`src/rrp_pkg.sv`:
```
`default_nettype none
// ----------------------------------------------------------------------------
// rrp_pkg
// Shared types, codes and helpers of the rectangle raster painter.
// ----------------------------------------------------------------------------
package rrp_pkg;

  localparam int MaxSide  = 256;
  localparam int SideW    = $clog2(MaxSide);
  localparam int AddrW    = 2 * SideW;
  localparam int Depth    = MaxSide * MaxSide;
  localparam int SizeW    = 9;
  localparam int FixW     = 20;
  localparam int CoordW   = FixW + 1 - 8;
  localparam int CfgIdxW  = 2;

  // command codes
  localparam logic [1:0] CmdClear = 2'd0;
  localparam logic [1:0] CmdDraw  = 2'd1;
  localparam logic [1:0] CmdRead  = 2'd2;

  // status codes
  localparam logic [1:0] StatusOk       = 2'd0;
  localparam logic [1:0] StatusBadRect  = 2'd1;
  localparam logic [1:0] StatusOutRange = 2'd2;

  // shape bytes
  localparam logic [7:0] ShapeOutline = 8'd114;
  localparam logic [7:0] ShapeFilled  = 8'd82;

  // configuration register indexes
  localparam logic [CfgIdxW-1:0] CfgWidth      = 2'd0;
  localparam logic [CfgIdxW-1:0] CfgHeight     = 2'd1;
  localparam logic [CfgIdxW-1:0] CfgBackground = 2'd2;

  typedef enum logic [1:0] {
    OpClear,
    OpDraw,
    OpRead,
    OpReply
  } op_kind_e;

  typedef struct packed {
    logic [SizeW-1:0] width;
    logic [SizeW-1:0] height;
    logic [7:0]       background;
  } cfg_t;

  // Decoded command passed from the front end to the back end.
  // Draw bounds are integer pixel coordinates of the first and last covered
  // column and row.
  typedef struct packed {
    op_kind_e                 kind;
    logic [1:0]               status;
    logic                     outline;
    logic [7:0]               paint;
    logic signed [CoordW-1:0] x_lo;
    logic signed [CoordW-1:0] x_hi;
    logic signed [CoordW-1:0] y_lo;
    logic signed [CoordW-1:0] y_hi;
    logic [AddrW-1:0]         rd_addr;
  } op_t;

  // size register clamped into 1..MaxSide
  function automatic logic [SizeW-1:0] side_in_use(input logic [SizeW-1:0] v);
    logic [SizeW-1:0] r;
    if (v == '0) begin
      r = SizeW'(1);
    end else if (v > SizeW'(MaxSide)) begin
      r = SizeW'(MaxSide);
    end else begin
      r = v;
    end
    return r;
  endfunction

endpackage
`default_nettype wire

```
`src/rrp_if.sv`:
```
`default_nettype none
// ----------------------------------------------------------------------------
// rrp_if
// Valid/ready channels of the painter: commands, results, configuration.
// ----------------------------------------------------------------------------
interface rrp_cmd_if;
  logic              valid;
  logic              ready;
  logic [1:0]        command;
  logic [7:0]        shape_kind;
  logic signed [19:0] rect_x;
  logic signed [19:0] rect_y;
  logic signed [19:0] rect_width;
  logic signed [19:0] rect_height;
  logic [7:0]        paint_byte;
  logic [7:0]        pixel_col;
  logic [7:0]        pixel_row;

  modport source (
    output valid, command, shape_kind, rect_x, rect_y, rect_width, rect_height,
           paint_byte, pixel_col, pixel_row,
    input  ready
  );
  modport sink (
    input  valid, command, shape_kind, rect_x, rect_y, rect_width, rect_height,
           paint_byte, pixel_col, pixel_row,
    output ready
  );
endinterface

`default_nettype wire

```
`src/rrp_front.sv`:
```
`default_nettype none
// ----------------------------------------------------------------------------
// rrp_front
// Accepts commands, checks them and turns them into decoded operations.
// ----------------------------------------------------------------------------
module rrp_front
  import rrp_pkg::*;
(
  input  wire logic  clk_i,
  input  wire logic  rst_ni,
  input  wire cfg_t  cfg_i,
  rrp_cmd_if.sink    cmd_i,
  output logic       push_valid_o,
  input  wire logic  push_ready_i,
  output op_t        push_data_o
);

  logic signed [FixW:0] x_lo_sum;
  logic signed [FixW:0] x_hi_sum;
  logic signed [FixW:0] y_lo_sum;
  logic signed [FixW:0] y_hi_sum;
  logic                 shape_ok;
  logic                 size_ok;
  logic                 read_ok;
  op_t                  op;

  // ceil(v/256) is (v+255) >> 8, floor is v >> 8: upper bits of the sums
  assign x_lo_sum = (FixW+1)'(cmd_i.rect_x) + (FixW+1)'(255);
  assign y_lo_sum = (FixW+1)'(cmd_i.rect_y) + (FixW+1)'(255);
  assign x_hi_sum = (FixW+1)'(cmd_i.rect_x) + (FixW+1)'(cmd_i.rect_width);
  assign y_hi_sum = (FixW+1)'(cmd_i.rect_y) + (FixW+1)'(cmd_i.rect_height);

  assign shape_ok = (cmd_i.shape_kind == ShapeOutline) ||
                    (cmd_i.shape_kind == ShapeFilled);
  assign size_ok  = !cmd_i.rect_width[FixW-1] && (cmd_i.rect_width != '0) &&
                    !cmd_i.rect_height[FixW-1] && (cmd_i.rect_height != '0);
  assign read_ok  = ({1'b0, cmd_i.pixel_col} < cfg_i.width) &&
                    ({1'b0, cmd_i.pixel_row} < cfg_i.height);

  always_comb begin
    op         = '0;
    op.kind    = OpReply;
    op.status  = StatusOk;
    op.outline = (cmd_i.shape_kind == ShapeOutline);
    op.paint   = cmd_i.paint_byte;
    op.x_lo    = x_lo_sum[FixW:8];
    op.x_hi    = x_hi_sum[FixW:8];
    op.y_lo    = y_lo_sum[FixW:8];
    op.y_hi    = y_hi_sum[FixW:8];
    op.rd_addr = {cmd_i.pixel_row, cmd_i.pixel_col};
    case (cmd_i.command)
      CmdClear: begin
        op.kind  = OpClear;
        op.paint = cfg_i.background;
      end
      CmdDraw: begin
        if (shape_ok && size_ok) begin
          op.kind = OpDraw;
        end else begin
          op.status = StatusBadRect;
        end
      end
      CmdRead: begin
        if (read_ok) begin
          op.kind = OpRead;
        end else begin
          op.status = StatusOutRange;
        end
      end
      default: begin
        op.kind = OpReply;
      end
    endcase
  end

  assign cmd_i.ready  = push_ready_i;
  assign push_valid_o = cmd_i.valid;
  assign push_data_o  = op;

`ifndef SYNTHESIS
  a_push_is_cmd: assert property (@(posedge clk_i) disable iff (!rst_ni)
    (push_valid_o && push_ready_i && push_data_o.kind == OpDraw) |->
      (cmd_i.command == CmdDraw && shape_ok && size_ok))
    else $error("draw pushed for an invalid rectangle");
  a_read_in_range: assert property (@(posedge clk_i) disable iff (!rst_ni)
    (push_valid_o && push_data_o.kind == OpRead) |->
      ({1'b0, push_data_o.rd_addr[SideW-1:0]} < cfg_i.width))
    else $error("read op outside canvas");
  a_bad_has_status: assert property (@(posedge clk_i) disable iff (!rst_ni)
    (push_valid_o && cmd_i.command == CmdDraw && !shape_ok) |->
      (push_data_o.status == StatusBadRect))
    else $error("bad shape not flagged");
`endif

endmodule
`default_nettype wire

```
`src/flat_wrapper.sv`:
```
// flat-port wrapper written by rule: the top's interface ports become plain ports
module rrp_front_flat import rrp_pkg::*;
  (clk_i, rst_ni, cfg_i, push_valid_o, push_ready_i, push_data_o, cmd_i_valid, cmd_i_command, cmd_i_shape_kind, cmd_i_rect_x, cmd_i_rect_y, cmd_i_rect_width, cmd_i_rect_height, cmd_i_paint_byte, cmd_i_pixel_col, cmd_i_pixel_row, cmd_i_ready);
  rrp_cmd_if cmd_i_i ();
  input  wire logic clk_i;
  input  wire logic rst_ni;
  input  wire cfg_t cfg_i;
  output logic push_valid_o;
  input  wire logic push_ready_i;
  output op_t push_data_o;
  input wire logic [$bits(cmd_i_i.valid)-1:0] cmd_i_valid;
  input wire logic [$bits(cmd_i_i.command)-1:0] cmd_i_command;
  input wire logic [$bits(cmd_i_i.shape_kind)-1:0] cmd_i_shape_kind;
  input wire logic [$bits(cmd_i_i.rect_x)-1:0] cmd_i_rect_x;
  input wire logic [$bits(cmd_i_i.rect_y)-1:0] cmd_i_rect_y;
  input wire logic [$bits(cmd_i_i.rect_width)-1:0] cmd_i_rect_width;
  input wire logic [$bits(cmd_i_i.rect_height)-1:0] cmd_i_rect_height;
  input wire logic [$bits(cmd_i_i.paint_byte)-1:0] cmd_i_paint_byte;
  input wire logic [$bits(cmd_i_i.pixel_col)-1:0] cmd_i_pixel_col;
  input wire logic [$bits(cmd_i_i.pixel_row)-1:0] cmd_i_pixel_row;
  output wire logic [$bits(cmd_i_i.ready)-1:0] cmd_i_ready;
  assign cmd_i_i.valid = cmd_i_valid;
  assign cmd_i_i.command = cmd_i_command;
  assign cmd_i_i.shape_kind = cmd_i_shape_kind;
  assign cmd_i_i.rect_x = cmd_i_rect_x;
  assign cmd_i_i.rect_y = cmd_i_rect_y;
  assign cmd_i_i.rect_width = cmd_i_rect_width;
  assign cmd_i_i.rect_height = cmd_i_rect_height;
  assign cmd_i_i.paint_byte = cmd_i_paint_byte;
  assign cmd_i_i.pixel_col = cmd_i_pixel_col;
  assign cmd_i_i.pixel_row = cmd_i_pixel_row;
  assign cmd_i_ready = cmd_i_i.ready;
  rrp_front u_core (.clk_i(clk_i), .rst_ni(rst_ni), .cfg_i(cfg_i), .cmd_i(cmd_i_i), .push_valid_o(push_valid_o), .push_ready_i(push_ready_i), .push_data_o(push_data_o));
endmodule
```
`config.mk`:
```
export PLATFORM = sky130hd
export DESIGN_NAME = rrp_front_flat
export DESIGN_NICKNAME = d
export VERILOG_FILES = /design/src/rrp_pkg.sv /design/src/rrp_if.sv /design/src/rrp_front.sv /design/src/flat_wrapper.sv
export SDC_FILE = /design/constraint.sdc
export NUM_CORES = 1
export LEC_CHECK = 0
export BUFFER_PORTS_ARGS = -buffer_cell sky130_fd_sc_hd__buf_4
export CORE_MARGIN = 4
export CORE_UTILIZATION = 38
export DETAILED_ROUTE_END_ITERATION = 16
export PLACE_DENSITY = 0.87
export SETUP_SLACK_MARGIN = 0.3
export SKIP_LAST_GASP = 1
export SYNTH_ARGS = -nofsm -noshare
export SYNTH_HDL_FRONTEND = slang
export SYNTH_SLANG_ARGS = --single-unit
```
`constraint.sdc`:
```
create_clock -name vclk -period 2
set_input_delay 0.3 -clock vclk [all_inputs]
set_output_delay 0.3 -clock vclk [all_outputs]
set_load 0.03 [all_outputs]
```
==> impl_metrics.toml, run 1 <==
[status]
status = "stopped before the end"
stop_stage = "4_1_cts"
error = "[ERROR DPL-0033] detailed placement checks failed during check placement."

[placed_design]
port_buffers = 221
gp_congestion = 0.9253
dp_hpwl_um = 13110
pre_cts_ws_ns = -0.4642

[synthesis]
ys_warn_count = 0
netlist_instances = 371
yosysSeqAreaShare_pct = 0
avgSynthCellArea_um2 = 7.507
synth_fp_nets = 571
syn_area_um2 = 2785
synth_cell_type_count = 60

[cts]
cts_setup_buffers = 17
cts_resized = 144
ctsHoldBuffers = 0

[floorplan]
fp.dieW_um = 93.61
rows = 30
initial_core_util_pct = 40.11
io_pins = 227
die_h_um = 93.61
-- through the flow --
stage | instances | setup TNS (ns) | hold slack, ns | util, % | instance area, um2
3_3_place_gp | 773 | -9.319 | 0.6003 | 88.63 | 6155
2_1_floorplan | 371 | -1.755 | 0.6824 | - | 3699
3_5_place_dp | 773 | -11.24 | 0.6003 | 88.63 | 6155
-- cell families after synthesis --
logic type / share of synthesized area [%]
and+or+nand+nor: 22.24
AOI/OAI and AO/OA: 24.98
buffers and inverters: 10.78
adders and majority gates: 25.16
xor gates and xnor gates: 12.89
muxes: 3.953
-- cell usage after synthesis (all sizes together) (2+ instances only) --
cell / count / area (um2)
nand4b: 2 / 17.52
o21bai: 2 / 15.01
nand2b: 4 / 25.02
nand4: 8 / 50.05
clkbuf: 4 / 15.01
and3: 7 / 51.29
and4: 5 / 43.79
mux2: 8 / 90.09
a21oi: 29 / 145.1
or2: 2 / 12.52
xor2: 13 / 113.9
nor2: 22 / 82.58
o21ai: 13 / 65.06
mux2i: 2 / 20.02
ha: 56 / 700.7
a211oi: 6 / 55.05
nand3: 10 / 50.05
nor4: 13 / 102.6
a21o: 14 / 105.1
o211ai: 5 / 37.54
a221o: 2 / 20.02
buf: 21 / 157.6
inv: 34 / 127.6
nor2b: 2 / 12.51
nand2: 23 / 86.33
xnor2: 28 / 245.2
nor3: 8 / 50.05
a31oi: 7 / 80.07
o41ai: 2 / 17.52
==> inputs of run 2 (changes only) <==
CORE_UTILIZATION = 40   (was 38)
PLACE_DENSITY = not set   (was 0.87)
PLACE_DENSITY_LB_ADDON = 0.15   (was not set)
SETUP_SLACK_MARGIN = not set   (was 0.3)
clock period = 2.6 ns   (was 2 ns; I/O delays follow)
==> run 2 against run 1 <==
Compared with the run above:
- the flow now finishes, with violations (negative setup slack)
- synthesized cell count is the same
- synthesized area is the same
==> impl_metrics.toml, run 2 <==
[status]
status = "finished, violations left"
violations = "negative setup slack"

[critical_path]
crit_path_end = "push_data_o[51]"
startpoint = "cmd_i_rect_width[11]"
crit_family = "compound AO/OA/AOI/OAI gates"
cp_slowest_cell = "a2111oi_4"
cp.depth = 9
required_ns = 2.21
criticalPathCategory = "in2out"
cp-start-kind = "primary input"
crit_path_end_kind = "output port"
max_stage_delay_ns = 0.33
cp.arrival_ns = 2.24
crit_path_cell_trace = "buf_4 -> ha_1 -> a21o_1 -> a21o_1 -> a2111oi_4 -> nor3_2 -> a221oi_2 -> xnor2_1 -> buf_4"
critPathMaxFanout = 3
crit_buf_inv = 2

[drt]
routed_wirelength_um = 10990
drt_first_iter_violations = 78
wire_per_inst_um = 15.88
dr_total_vias = 3665
drcViolationCount = 0
drt_pass1_iterations = 4
ant_nets = 0
viasPerCell = 5.296

[final_layout]
layout-drive-gt1-share_pct = 52.35
n_antenna_cell = 0
final.fill_count = 544
layout_common_cells = "buf_4 (236), ha_1 (42), inv_1 (33)"
syn_to_final_growth_pct = 78.17
fin_nets = 798
fin_util_pct = 73.04
final_common_cell = "buf_4"
seq_area_um2 = 0
clock_buffers = 0
design.seq.count = 0

[synthesis]
synth_fp_nets = 571
yosys.area_share.simple_pct = 22.24
muxShareOfSynthArea_pct = 3.953
synth_top_family_by_area = "adder cells"
yosysSeqAreaShare_pct = 0
synthTopCellsByCount = "ha_1 (56), inv_1 (34), a21oi_1 (29)"
synth.largest_area_cell = "ha_1"
yosys-top-cells-area = "ha_1 (25%), xnor2_1 (8.8%), a21oi_1 (5.2%), buf_4 (5.1%), inv_1 (4.6%)"
ys_warn_count = 0
syn_area_um2 = 2785
synth_top_cell_area_share_pct = 25.16
synthXorXnorAreaFrac_pct = 12.89
synth_fa_ha_area_share_pct = 25.16
netlist_instances = 371
avgSynthCellArea_um2 = 7.507
synth_compound_area_share_pct = 24.98
synth_cell_type_count = 60
post-synth-top-count-cell = "ha_1"

[sta]
post-route-period-util_pct = 101.2
fmax_mhz = 380.0
hold_viol_final = 0
setup_violations = 1
setup_slack_ns = -0.03144
slew_viol_final = 0
worstMarginPinSlew_ns = 0.4683
finalCriticalPeriod_ns = 2.631
rsz0062_at_grt = "true"
max_slew_margin_pct = 68.37

[floorplan]
rows = 30
fp.dieW_um = 91.45
io_pins = 227
core_area_um2 = 6794
die_h_um = 91.45
initial_core_util_pct = 40.99
die_area_um2 = 8362

[global_routing]
overflow = 0
antenna_found_initial = 0
grtUsageTotal_pct = 22.25
grt_pass1_vias = 3549
grt_pass1_wl_um = 15870
grt_max_degree = 9

[job]
drv_cap = 0

[power]
p_leak_nw = 2.468
powerDensity_nw_per_um2 = 271.9
peakVddDrop_v = 0.0002203

[cts]
ctsHoldBuffers = 0

[placed_design]
pre_cts_ws_ns = -0.1977
gp_congestion = 0.9430
dp_hpwl_um = 9305
port_buffers = 221

[hold_path]
hold_class = "in2out"
==> run 2: final cells by class <==
| class | count | area, um2 | area share [%] |
|---|---|---|---|
| multi-input cells | 312 | 2781 | 56.05 |
| repair buffers | 250 | 1933 | 38.96 |
| inverters | 34 | 127.6 | 2.572 |
| well taps | 96 | 120.1 | 2.421 |
==> run 2: kinds of logic (layout without fill, tap and decap cells) <==
logic type,count (synthesis),count (layout)
buffers and inverters,59,284
AOI/OAI and AO/OA,95,95
muxes,10,10
adders and majority gates,56,56
and+or+nand+nor,110,110
xor gates and xnor gates,41,41
==> run 2: worst min path at each step <==
stage	start	to	slack [ns]	cells after the start
after floorplan	cmd_i_rect_y[18]	push_data_o[41]	0.90	1
after global placement	push_ready_i	cmd_i_ready	0.78	0
after detailed placement	push_ready_i	cmd_i_ready	0.78	0
after CTS	push_ready_i	cmd_i_ready	0.78	0
after global routing	cmd_i_valid	push_valid_o	0.78	0
final	cmd_i_valid	push_valid_o	0.78	0
==> run 2: power by group <==
part | switching, W | leakage [nW] | total [W] | internal (W)
Sequential | 0 | 0 | 0 | 0
Clock | 0 | 0 | 0 | 0
Combinational | 0.000735 | 2.47 | 0.00135 | 0.000614
==> run 2: routing by layer <==
metal | GRT usage [%] | part of all wire (%) | vias up
met5 | 0 | 0 | -
met4 | 2.387 | 1.8 | 0
met3 | 3.977 | 7.1 | 20
met2 | 44.49 | 55 | 151
met1 | 24.62 | 36 | 1682
li1 | - | - | 1812
==> run 2: metrics by stage <==
stage	instances	instance area [um2]	power [W]	TNS, ns	hold WS [ns]
final	692	4962	0.001349	-0.03144	0.7800
after global routing	692	4962	0.001439	-0.4134	0.7801
after CTS	687	4628	0.001266	-0.01224	0.7802
after detailed placement	686	4576	0.001245	-1.264	0.7802
after global placement	686	4576	0.001225	-0.8835	0.7802
after floorplan	371	2796	0.0007289	0	0.8965
==> run 2: repair_timing <==
item / in CTS / in global routing
setup buffers: 1 / 5
gates resized for setup: 9 / 48
endpoints found under the setup margin: 12 / 20
pin swaps: 10 / 23
No activity file was read; power rests on OpenSTA's default activity.
