$ cat src/rrp_pkg.sv
`default_nettype none
// ----------------------------------------------------------------------------
// rrp_pkg
// Shared types, codes and helpers of the rectangle raster painter.
// ----------------------------------------------------------------------------
package rrp_pkg;

  localparam int MaxSide  = 256;
  localparam int SideW    = $clog2(MaxSide);
  localparam int AddrW    = 2 * SideW;
  localparam int Depth    = MaxSide * MaxSide;
  localparam int SizeW    = 9;
  localparam int FixW     = 20;
  localparam int CoordW   = FixW + 1 - 8;
  localparam int CfgIdxW  = 2;

  // command codes
  localparam logic [1:0] CmdClear = 2'd0;
  localparam logic [1:0] CmdDraw  = 2'd1;
  localparam logic [1:0] CmdRead  = 2'd2;

  // status codes
  localparam logic [1:0] StatusOk       = 2'd0;
  localparam logic [1:0] StatusBadRect  = 2'd1;
  localparam logic [1:0] StatusOutRange = 2'd2;

  // shape bytes
  localparam logic [7:0] ShapeOutline = 8'd114;
  localparam logic [7:0] ShapeFilled  = 8'd82;

  // configuration register indexes
  localparam logic [CfgIdxW-1:0] CfgWidth      = 2'd0;
  localparam logic [CfgIdxW-1:0] CfgHeight     = 2'd1;
  localparam logic [CfgIdxW-1:0] CfgBackground = 2'd2;

  typedef enum logic [1:0] {
    OpClear,
    OpDraw,
    OpRead,
    OpReply
  } op_kind_e;

  typedef struct packed {
    logic [SizeW-1:0] width;
    logic [SizeW-1:0] height;
    logic [7:0]       background;
  } cfg_t;

  // Decoded command passed from the front end to the back end.
  // Draw bounds are integer pixel coordinates of the first and last covered
  // column and row.
  typedef struct packed {
    op_kind_e                 kind;
    logic [1:0]               status;
    logic                     outline;
    logic [7:0]               paint;
    logic signed [CoordW-1:0] x_lo;
    logic signed [CoordW-1:0] x_hi;
    logic signed [CoordW-1:0] y_lo;
    logic signed [CoordW-1:0] y_hi;
    logic [AddrW-1:0]         rd_addr;
  } op_t;

  // size register clamped into 1..MaxSide
  function automatic logic [SizeW-1:0] side_in_use(input logic [SizeW-1:0] v);
    logic [SizeW-1:0] r;
    if (v == '0) begin
      r = SizeW'(1);
    end else if (v > SizeW'(MaxSide)) begin
      r = SizeW'(MaxSide);
    end else begin
      r = v;
    end
    return r;
  endfunction

endpackage
`default_nettype wire

$ cat src/rrp_queue.sv
`default_nettype none
// ----------------------------------------------------------------------------
// rrp_queue
// Two-entry queue of decoded operations between front and back end.
// ----------------------------------------------------------------------------
module rrp_queue
  import rrp_pkg::*;
(
  input  wire logic clk_i,
  input  wire logic rst_ni,
  input  wire logic push_valid_i,
  output logic      push_ready_o,
  input  wire op_t  push_data_i,
  output logic      pop_valid_o,
  input  wire logic pop_ready_i,
  output op_t       pop_data_o
);

  op_t        entry_q [2];
  logic       wr_ptr_q;
  logic       rd_ptr_q;
  logic [1:0] count_q;
  logic       push;
  logic       pop;

  assign push_ready_o = (count_q != 2'd2);
  assign pop_valid_o  = (count_q != 2'd0);
  assign pop_data_o   = entry_q[rd_ptr_q];
  assign push         = push_valid_i && push_ready_o;
  assign pop          = pop_valid_o && pop_ready_i;

  always_ff @(posedge clk_i or negedge rst_ni) begin
    if (!rst_ni) begin
      wr_ptr_q <= 1'b0;
      rd_ptr_q <= 1'b0;
      count_q  <= 2'd0;
    end else begin
      if (push) begin
        wr_ptr_q <= !wr_ptr_q;
      end
      if (pop) begin
        rd_ptr_q <= !rd_ptr_q;
      end
      if (push && !pop) begin
        count_q <= count_q + 2'd1;
      end else if (pop && !push) begin
        count_q <= count_q - 2'd1;
      end
    end
  end

  always_ff @(posedge clk_i) begin
    if (push) begin
      entry_q[wr_ptr_q] <= push_data_i;
    end
  end

`ifndef SYNTHESIS
  a_count_max: assert property (@(posedge clk_i) disable iff (!rst_ni)
    count_q != 2'd3)
    else $error("queue count overflow");
  a_ptr_match: assert property (@(posedge clk_i) disable iff (!rst_ni)
    (count_q == 2'd0 || count_q == 2'd2) |-> (wr_ptr_q == rd_ptr_q))
    else $error("queue pointers out of step");
  a_fill_tracks: assert property (@(posedge clk_i) disable iff (!rst_ni)
    (push && !pop) |=> (count_q == $past(count_q) + 2'd1))
    else $error("queue count missed a push");
`endif

endmodule
`default_nettype wire

$ cat config.mk
export PLATFORM = sky130hd
export DESIGN_NAME = rrp_queue
export DESIGN_NICKNAME = d
export VERILOG_FILES = /design/src/rrp_pkg.sv /design/src/rrp_queue.sv
export SDC_FILE = /design/constraint.sdc
export NUM_CORES = 1
export LEC_CHECK = 0
export CORE_MARGIN = 2
export CORE_UTILIZATION = 56
export CTS_CLUSTER_DIAMETER = 120
export DETAILED_ROUTE_END_ITERATION = 10
export DONT_BUFFER_PORTS = 1
export PLACE_DENSITY = 0.71
export SETUP_SLACK_MARGIN = 0.1
export SLEW_MARGIN = 20
export SYNTH_ARGS = -nofsm -noshare
export SYNTH_HDL_FRONTEND = slang
export SYNTH_SLANG_ARGS = --single-unit
$ cat constraint.sdc
create_clock -name clk_i -period 5.4 [get_ports clk_i]
set_input_delay 1.62 -clock clk_i [delete_from_list [all_inputs] [get_ports clk_i]]
set_output_delay 1.62 -clock clk_i [all_outputs]
set_load 0.005 [all_outputs]
==> run metrics, run 1 <==
outcome complete, no violations; Placed Instance Area 6500 um2; post-synth top area cell edfxtp_1; Main synth FF type edfxtp_1; synth top area cells edfxtp_1 76%, mux2_4 18%, buf_12 2.5%; R2R Path Start count_q[0]$_DFFE_PN0P_; CP endpoint kind output port; antenna diode count 0; Hold Path Class register to register; GR Overflow Total 0; CTS tree done; min cycle time layout 3.85 ns; Setup-failing EPs final 0; Slowest Stage Delay on Critical Path 0.94 ns; cell family with most CP delay flip-flops; TNS Setup 0 ns; vias per cell 5.53; Routed WL 9590 um; CP max-delay cell dfrtp_4; Final Hold Viols 0; maximum capacitance violations 0; RSZ-0062 raised after global routing false; Multi-input gate area 1310 um2; Die Span Y 111 um; clk root buf clkbuf_16; worst slew pin tran 0.997 ns; fin worst setup slack 1.55 ns; Final Wtd Congestion 0.732; worst hold start count_q[1]$_DFFE_PN0P_; Synth Net Count 356; worst-path cell chain buf_4, mux2_4; initial core utilization 56.9%; Tot GR Track Use 15.5%; CTS Hold Bufs 0; Worst-Skew Late Latency 0.41 ns; H-tree levels 4; Buf/Inv on CP 1; share of cells above drive strength 1 40.1%; vias in the first global route 2542; core box area 11300 um2; overall power 4.02 mW; Final HPWL DP 6130 um; Layout Nets 370; design area 7100 um2; WHS Path Cells 1; postcts setup bufs 0; Warnings, synthesis 0; io pins 168; Post-synth EDFFs 162; First-pass DRT Iterations 6; Peak Freq 260 MHz; library cells used by synthesis 15; post-synthesis async set-or-reset flop share 2.41%; Final ANT Viol Nets 0; leading post-synthesis cells by instance count 162 x edfxtp_1, 79 x mux2_4, 8 x buf_12; Synth Register Bits 166; fin. max-slew vios 0; row count 39; clock skew 0.00721 ns; CP startpoint kind register; pwr/cell area 567 nW/um2; period utilization 71.3%; Syn-to-layout area delta 10.2%; max_slew headroom 33.4%; Post-Syn Area 6440 um2; total number of vias 2435; critical path type register to output port; Starting DRT DRC Count 90; leakage power 2.56 nW; Reg area 4970 um2; Post-CTS Resized 0; cells after synthesis 270; WL per Instance 21.8 um; Die Width 111 um; Hold Crit Endpoint count_q[1]$_DFFE_PN0P_; Max IR drop VDD 370 uV; TritonCTS Sinks 166; syn_area_per_cell 23.8 um2; Die Footprint 12400 um2; total CTS buffers 17; pre-CTS setup slack 1.94 ns; IO buf count 0; largest net degree at the start of global routing 82; Reg clk slew, reported paths 0.06 ns; initial antenna violation count 0; required time of the critical path 3.78 ns; count leader, synth edfxtp_1; R2R depth 4; crit path DAT 2.23 ns; FF-to-FF End entry_q[0][9]$_DFFE_PP_; global-route wire length before repair 14200 um; post-synth top area share 75.6%; Layout fillers 784; sequential share of the synthesized area 77.1%; Worst Path Max Fanout 43; Remaining DRCs 0; maximum clock path buffer count 2; reg2reg setup slack 3.13 ns
[final cells by class]
cell class	count	area share (%)
flip-flops and latches	166	70.0
inverters	1	0.0529
clock inverters	15	2.17
multi-input cells	94	18.5
repair buffers	4	0.776
clock buffers	17	5.99
well taps	143	2.52
[sequential cells by signal, summed over array words and instances (netlist names)]
name      cells
entry_q     162
count_q       2
rd_ptr_q      1
wr_ptr_q      1
[cells by family (layout without fill, tap and decap cells)]
group	after synthesis	count (layout)	share of synthesized area [%]
buffers and inverters	10	37	2.72
and+or+nand+nor	7	7	0.525
xor gates and xnor gates	5	5	0.680
adders and majority gates	1	1	0.194
muxes	81	81	18.8
DFF	166	166	77.1
[power breakdown]
part | internal [mW] | leakage, nW | total (mW) | switching (mW)
logic | 0.517 | 0.732 | 0.938 | 0.422
registers | 1.76 | 1.55 | 1.93 | 0.163
clock network | 0.683 | 0.278 | 1.16 | 0.473
total | 2.96 | 2.56 | 4.02 | 1.06
[worst max-delay path by stage]
stage	startpoint	endpoint	slack, ns	cells past startpoint
finish	rd_ptr_q$_DFFE_PN0P_	pop_data_o[53]	1.55	2
global route	rd_ptr_q$_DFFE_PN0P_	pop_data_o[53]	1.43	2
CTS	rd_ptr_q$_DFFE_PN0P_	pop_data_o[53]	1.47	2
detailed placement	rd_ptr_q$_DFFE_PN0P_	pop_data_o[53]	1.94	2
global placement	rd_ptr_q$_DFFE_PN0P_	pop_data_o[53]	1.94	2
floorplan	push_valid_i	entry_q[0][0]$_DFFE_PP_	1.15	2
[layout by cell type (no fill, tap or decap)]
cell type / n
clkinv_1: 1
buf_4: 2
ha_1: 1
clkinvlp_4: 3
mux2_4: 79
edfxtp_1: 162
dfrtp_1: 3
clkinv_4: 2
clkinv_2: 3
inv_1: 1
clkbuf_16: 17
xor2_1: 2
buf_12: 2
mux2_2: 2
bufinv_16: 2
xnor2_1: 3
nand2b_1: 1
inv_6: 4
dfrtp_4: 1
nor2_4: 1
and3_4: 1
nor2_1: 1
or2_1: 1
nand2_1: 2
[per-layer routing]
layer  up-vias  GRT usage [%]  wire [um]  part of all wire [%]
li1       1092              -          -                     -
met1      1229           16.6       3380                    35
met2       107           24.8       4930                    51
met3         7           9.68       1210                    13
met4         0           6.17         79                  0.82
met5         -              0          0                     0
[through the flow]
| stage | util (%) | instances | hold WS [ns] |
|---|---|---|---|
| after floorplan | - | 270 | 0.456 |
| after global placement | 57.4 | 407 | 0.475 |
| after detailed placement | 57.4 | 407 | 0.479 |
| after CTS | 62.5 | 439 | 0.499 |
| after global routing | 62.7 | 440 | 0.527 |
| final | 62.7 | 440 | 0.498 |
(Power assumes the default switching activity.)
==> run 2: changes to the inputs <==
--- a/config.mk
+++ b/config.mk
@@ -5,12 +5,13 @@
 export SDC_FILE = /design/constraint.sdc
 export NUM_CORES = 1
 export LEC_CHECK = 0
+export ABC_AREA = 1
 export CORE_MARGIN = 2
 export CORE_UTILIZATION = 56
 export CTS_CLUSTER_DIAMETER = 120
 export DETAILED_ROUTE_END_ITERATION = 10
 export DONT_BUFFER_PORTS = 1
-export PLACE_DENSITY = 0.71
+export PLACE_DENSITY = 0.74
 export SETUP_SLACK_MARGIN = 0.1
 export SLEW_MARGIN = 20
 export SYNTH_ARGS = -nofsm -noshare
==> constraint.sdc (replaced) <==
create_clock -name clk_i -period 3.2 [get_ports clk_i]
set_input_delay 0.96 -clock clk_i [delete_from_list [all_inputs] [get_ports clk_i]]
set_output_delay 0.96 -clock clk_i [all_outputs]
set_load 0.005 [all_outputs]
==> run metrics, run 2 <==
Worst-Skew Late Latency 0.52 ns (+0.11 ns); largest registers entry_q x162, count_q x2; TNS Setup 0 ns (unchanged); DP Cell Count 581 (+43%); Worst Path Max Fanout 82 (+91%); Reg clk slew, reported paths 0.06 ns (about the same); First-pass DRT Iterations 4 (-2); maximum clock path buffer count 2 (unchanged); clock skew 0.00600 ns (-0.00121 ns); sequential share of power 48.2% (+0.3 points); critical path type register to output port; leakage power 2.65 nW (+3.7%); fraction of power consumed by the clock network 28.6% (about the same); Hold Path Class input pin to asynchronous set/reset pin; cell family with most CP delay buffers and inverters; GR Overflow Total 0 (unchanged); fin. max-slew vios 0 (unchanged); Final Wtd Congestion 0.735 (+0.44%); Post-CTS Resized 0 (unchanged); largest net degree at the start of global routing 83 (+1.2%); Syn-to-layout area delta 10.7%; FF-to-FF End entry_q[1][38]$_DFFE_PP_; Layout Nets 546 (+48%); Most flops, register entry_q; period utilization 88.4%; CTS tree done; outcome complete, no violations; Routed WL 10600 um (+11%); Net Sw Frac 32.2% (+5.9 points); CP max-delay cell buf_4; TritonCTS Sinks 166 (unchanged); Slowest Stage Delay on Critical Path 0.62 ns (-0.32 ns); pwr/cell area 944 nW/um2 (+66%); Starting DRT DRC Count 187 (+110%); row count 38 (-2.6%); Warnings, synthesis 0 (unchanged); Buf/Inv on CP 1 (unchanged); Remaining DRCs 0 (unchanged); H-tree levels 4 (unchanged); reg2reg setup slack 1.48 ns (-1.65 ns); RSZ-0062 raised after global routing false; vias in the first global route 3307 (+30%); total CTS buffers 17 (unchanged); R2R depth 5 (+1); io pins 168 (unchanged); vias per cell 5.25 (-5.1%); cells after synthesis 451 (+67%); syn_area_per_cell 13.6 um2 (-43%); Post-Syn Area 6140 um2 (-4.6%); IO buf count 0 (unchanged); initial antenna violation count 0 (unchanged); leading post-synthesis cells by instance count 252 x nand2_1, 162 x edfxtp_1, 9 x buf_6; share of cells above drive strength 1 9.09% (-31 points); Final ANT Viol Nets 0 (unchanged); Synth Net Count 537 (+51%); Main synth FF type edfxtp_1; clk root buf clkbuf_8; Die Width 109 um (-2.3%); Setup-failing EPs final 0 (unchanged); CP dominant cell by count nand2_1; CTS Hold Bufs 0 (unchanged); R2R Path Start count_q[0]$_DFFE_PN0P_; min cycle time layout 2.83 ns; non-filler instance count after layout 613 (+39%); count leader, synth nand2_1; worst slew pin tran 0.887 ns (-0.110 ns); maximum capacitance violations 0 (unchanged); Pint 4.35 mW (+47%); required time of the critical path 2.24 ns (-1.54 ns); Max IR drop VDD 535 uV (+45%); Logic pwr share 23.2% (about the same); post-synth top area share 79.2% (+3.7 points); crit path DAT 1.87 ns (-0.36 ns); most frequent cells in the layout 252 x nand2_1, 162 x edfxtp_1, 16 x clkbuf_16; global-route wire length before repair 16000 um (+13%); Largest register FFs 162 (unchanged); antenna diode count 0 (unchanged); Final HPWL DP 6580 um (+7.3%); total number of vias 3219 (+32%); initial core utilization 56.9% (about the same); Die Span Y 109 um (-2.3%); Post-synth EDFFs 162 (unchanged); worst-path cell chain buf_4, nand2_1, nand2_1; CP startpoint kind register; commonest non-fill, non-tap cell in the layout nand2_1; Final Hold Viols 0 (unchanged); sequential share of the synthesized area 80.8% (+3.7 points); Synth Register Bits 166 (unchanged); post-synth top area cell edfxtp_1; P_sw 2.06 mW (+95%); max_slew headroom 40.9% (+7.5 points); CP endpoint kind output port; post-synthesis async set-or-reset flop share 2.41% (unchanged); library cells used by synthesis 15 (unchanged); Peak Freq 353 MHz; Die Footprint 11800 um2 (-4.5%); core box area 10800 um2 (-4.7%); Tot GR Track Use 18.6% (+3.1 points); WL per Instance 17.3 um (-21%); synth top area cells edfxtp_1 79%, nand2_1 15%, buf_6 1.7%; postcts setup bufs 0 (unchanged)
[run 2: cell types whose count changed in the layout (fill, tap and decap cells not counted), moves of 2 or more]
cell,delta
nand2_1,+250
nand3_1,+2
mux2_4,-79
inv_1,+5
mux2_2,-2
xnor2_1,-2
buf_4,+4
[run 2: worst max-delay path by stage]
stage                    startpoint                      end  slack (ns)  cells after the start
2_1_floorplan          push_valid_i  entry_q[0][0]$_DFFE_PP_       -0.38                      2
3_3_place_gp   rd_ptr_q$_DFFE_PN0P_           pop_data_o[41]        0.94                      3
3_5_place_dp   rd_ptr_q$_DFFE_PN0P_           pop_data_o[78]        0.89                      3
4_1_cts        rd_ptr_q$_DFFE_PN0P_           pop_data_o[78]        0.33                      3
5_1_grt        rd_ptr_q$_DFFE_PN0P_           pop_data_o[52]        0.20                      3
6_report       rd_ptr_q$_DFFE_PN0P_           pop_data_o[23]        0.37                      3
[run 2: cell families (layout without fill, tap and decap cells)]
kind of cell,after synthesis,count (layout),share of synthesized area (%)
DFF,166,166,80.8
adders and majority gates,1,1,0.204
and+or+nand+nor,258,258,15.9
buffers and inverters,24,46,2.77
xor gates and xnor gates,2,2,0.285
[run 2: cell type report]
cell class / instances / area, um2
clock buffer: 17 / 414
clock inverter: 15 / 129
fill: 804 / 4000
inverter: 7 / 26.3
multi-input combinational: 261 / 1020
sequential: 166 / 4970
tap: 140 / 175
timing repair buffer: 7 / 65.1
[run 2: layer usage]
metal  vias to the layer above  share of wire [%]  track usage (%)
met5                         -                  0                0
met4                         0                1.9             7.60
met3                        18                 12             10.9
met2                       128                 50             30.9
met1                      1537                 37             19.2
li1                       1536                  -                -
[run 2: stage by stage]
stage,instance area [um2],hold WS (ns),worst slack (ns),total power [mW],util [%]
after floorplan,6150,0.462,-0.375,4.34,-
after global placement,6250,0.478,0.936,4.60,57.9
after detailed placement,6250,0.504,0.888,4.66,57.9
after CTS,6800,0.108,0.335,6.50,63.0
after global routing,6800,0.101,0.195,6.81,63.0
final,6800,0.134,0.371,6.41,63.0
[run 2: power groups by stage]
stage | sequential, mW | clock [mW] | combinational, mW
after detailed placement | 3.14 | 0 | 1.52
after CTS | 3.09 | 1.88 | 1.53
after global routing | 3.13 | 1.97 | 1.71
final | 3.09 | 1.84 | 1.49
after floorplan | 3.14 | 0 | 1.21
after global placement | 3.12 | 0 | 1.48
[run 2: worst reg2reg max path, delay by kind of cell, from the launching register on]
family	cells	cell delay (ns)
AND/OR/NAND/NOR	3	0.39
flip-flops	1	0.38
buffers and inverters	2	0.57
==> run 3: changes to the inputs <==
--- a/config.mk
+++ b/config.mk
@@ -5,7 +5,6 @@
 export SDC_FILE = /design/constraint.sdc
 export NUM_CORES = 1
 export LEC_CHECK = 0
-export ABC_AREA = 1
 export CORE_MARGIN = 2
 export CORE_UTILIZATION = 56
 export CTS_CLUSTER_DIAMETER = 120
==> run metrics, run 3 (synthesis gave the netlist of run 1 again) <==
outcome complete, no violations; leakage power 2.58 nW (-2.9%); postcts setup bufs 0 (unchanged); Slowest Stage Delay on Critical Path 0.74 ns (+0.12 ns); Layout Nets 372 (-32%); global-route wire length before repair 14300 um (-10%); vias in the first global route 2596 (-21%); fin. max-slew vios 0 (unchanged); crit path DAT 1.77 ns (-0.10 ns); initial core utilization 56.9% (about the same); initial antenna violation count 0 (unchanged); pre-CTS setup slack 0.873 ns (-0.0149 ns); row count 39 (+2.6%); largest net degree at the start of global routing 45 (-46%); Hold Path Class input pin to asynchronous set/reset pin; CP endpoint kind output port; H-tree levels 4 (unchanged); Peak Freq 367 MHz (+3.8%); worst-path cell chain buf_12, mux2_4; Most flops, register entry_q; R2R depth 3 (-2); fin worst setup slack 0.475 ns (+0.104 ns); GR Overflow Total 0 (unchanged); vias per cell 5.50 (+4.8%); clock skew 0.00438 ns (-0.00162 ns); total CTS buffers 17 (unchanged); required time of the critical path 2.24 ns (about the same); IO buf count 0 (unchanged); CTS Hold Bufs 0 (unchanged); CTS tree done; CP max-delay cell dfrtp_4; Final Hold Viols 0 (unchanged); First-pass DRT Iterations 4 (unchanged); Final HPWL DP 6430 um (-2.2%); Die Footprint 12400 um2 (+4.7%); TritonCTS Sinks 166 (unchanged); critical path type register to output port; Tot GR Track Use 16.0% (-2.6 points); io pins 168 (unchanged); Die Width 111 um (+2.3%); Starting DRT DRC Count 90 (-52%); RSZ-0062 raised after global routing false; Worst-Skew Late Latency 0.41 ns (-0.11 ns); Max IR drop VDD 501 uV (-6.3%); Final ANT Viol Nets 0 (unchanged); total number of vias 2422 (-25%); maximum capacitance violations 0 (unchanged); maximum clock path buffer count 2 (unchanged); Setup-failing EPs final 0 (unchanged); Layout fillers 789 (-1.9%); WL per Instance 21.6 um (+25%); TNS Setup 0 ns (unchanged); pwr/cell area 959 nW/um2 (+1.6%); antenna diode count 0 (unchanged); reg2reg setup slack 1.30 ns (-0.18 ns); period utilization 85.2% (-3.3 points); Reg clk slew, reported paths 0.06 ns (about the same); commonest non-fill, non-tap cell in the layout edfxtp_1; Syn-to-layout area delta 10.7% (about the same); clk root buf clkbuf_16; Remaining DRCs 0 (unchanged); Die Span Y 111 um (+2.3%); Routed WL 9520 um (-10%); max_slew headroom 61.7% (+21 points); Post-CTS Resized 0 (unchanged); FF-to-FF End entry_q[1][65]$_DFFE_PP_; share of cells above drive strength 1 39.1% (+30 points); CP startpoint kind register; most frequent cells in the layout 162 x edfxtp_1, 79 x mux2_4, 17 x clkbuf_16; min cycle time layout 2.73 ns (-0.104 ns); largest registers entry_q x162, count_q x2; Largest register FFs 162 (unchanged); core box area 11300 um2 (+4.9%); R2R Path Start count_q[0]$_DFFE_PN0P_; Final Wtd Congestion 0.694 (-5.6%); Worst Path Max Fanout 25 (-70%); worst slew pin tran 0.575 ns (-0.312 ns)
-- run 3: worst max path at each step --
stage / start / endpoint / depth (start not counted)
final: rd_ptr_q$_DFFE_PN0P_ / pop_data_o[34] / 2
after detailed placement: rd_ptr_q$_DFFE_PN0P_ / pop_data_o[34] / 2
after global placement: rd_ptr_q$_DFFE_PN0P_ / pop_data_o[34] / 2
after CTS: rd_ptr_q$_DFFE_PN0P_ / pop_data_o[34] / 2
after global routing: rd_ptr_q$_DFFE_PN0P_ / pop_data_o[34] / 2
after floorplan: push_valid_i / entry_q[0][0]$_DFFE_PP_ / 2
-- run 3: cell type report --
class / instances / area (um2) / area share (%)
inverters: 1 / 3.75 / 0.0527
flip-flops and latches: 166 / 4970 / 69.7
clock inverters: 10 / 133 / 1.86
multi-input cells: 94 / 1310 / 18.4
repair buffers: 6 / 95.1 / 1.33
clock buffers: 20 / 437 / 6.13
well taps: 143 / 179 / 2.51
-- run 3: worst max-delay path, delay by kind of cell (launching register included) --
kind | cells | cell delay [ns]
flops | 1 | 0.74
mux | 1 | 0.33
buf+inv | 1 | 0.27
-- run 3: per-stage QoR --
| stage | hold WS [ns] | instances | area [um2] | util [%] | total power [mW] |
|---|---|---|---|---|---|
| floorplan | 0.456 | 270 | 6450 | - | 4.78 |
| global placement | 0.477 | 410 | 6560 | 57.9 | 4.94 |
| detailed placement | 0.486 | 410 | 6560 | 57.9 | 4.98 |
| CTS | 0.229 | 440 | 7130 | 63.0 | 6.93 |
| global route | 0.220 | 440 | 7130 | 63.0 | 7.15 |
| finish | 0.246 | 440 | 7130 | 63.0 | 6.83 |
-- run 3: routing by layer --
layer	global-route usage [%]	vias up	wire length, um
met5	0	-	0
met4	6.42	0	104
met3	9.79	9	1110
met2	26.0	105	4960
met1	16.8	1218	3340
li1	-	1090	-
-- run 3: power by group --
group | switching, mW | internal, mW | leakage [nW]
clock | 0.728 | 1.21 | 0.273
combinational | 0.783 | 0.911 | 0.753
sequential | 0.220 | 2.98 | 1.55
total | 1.73 | 5.10 | 2.58
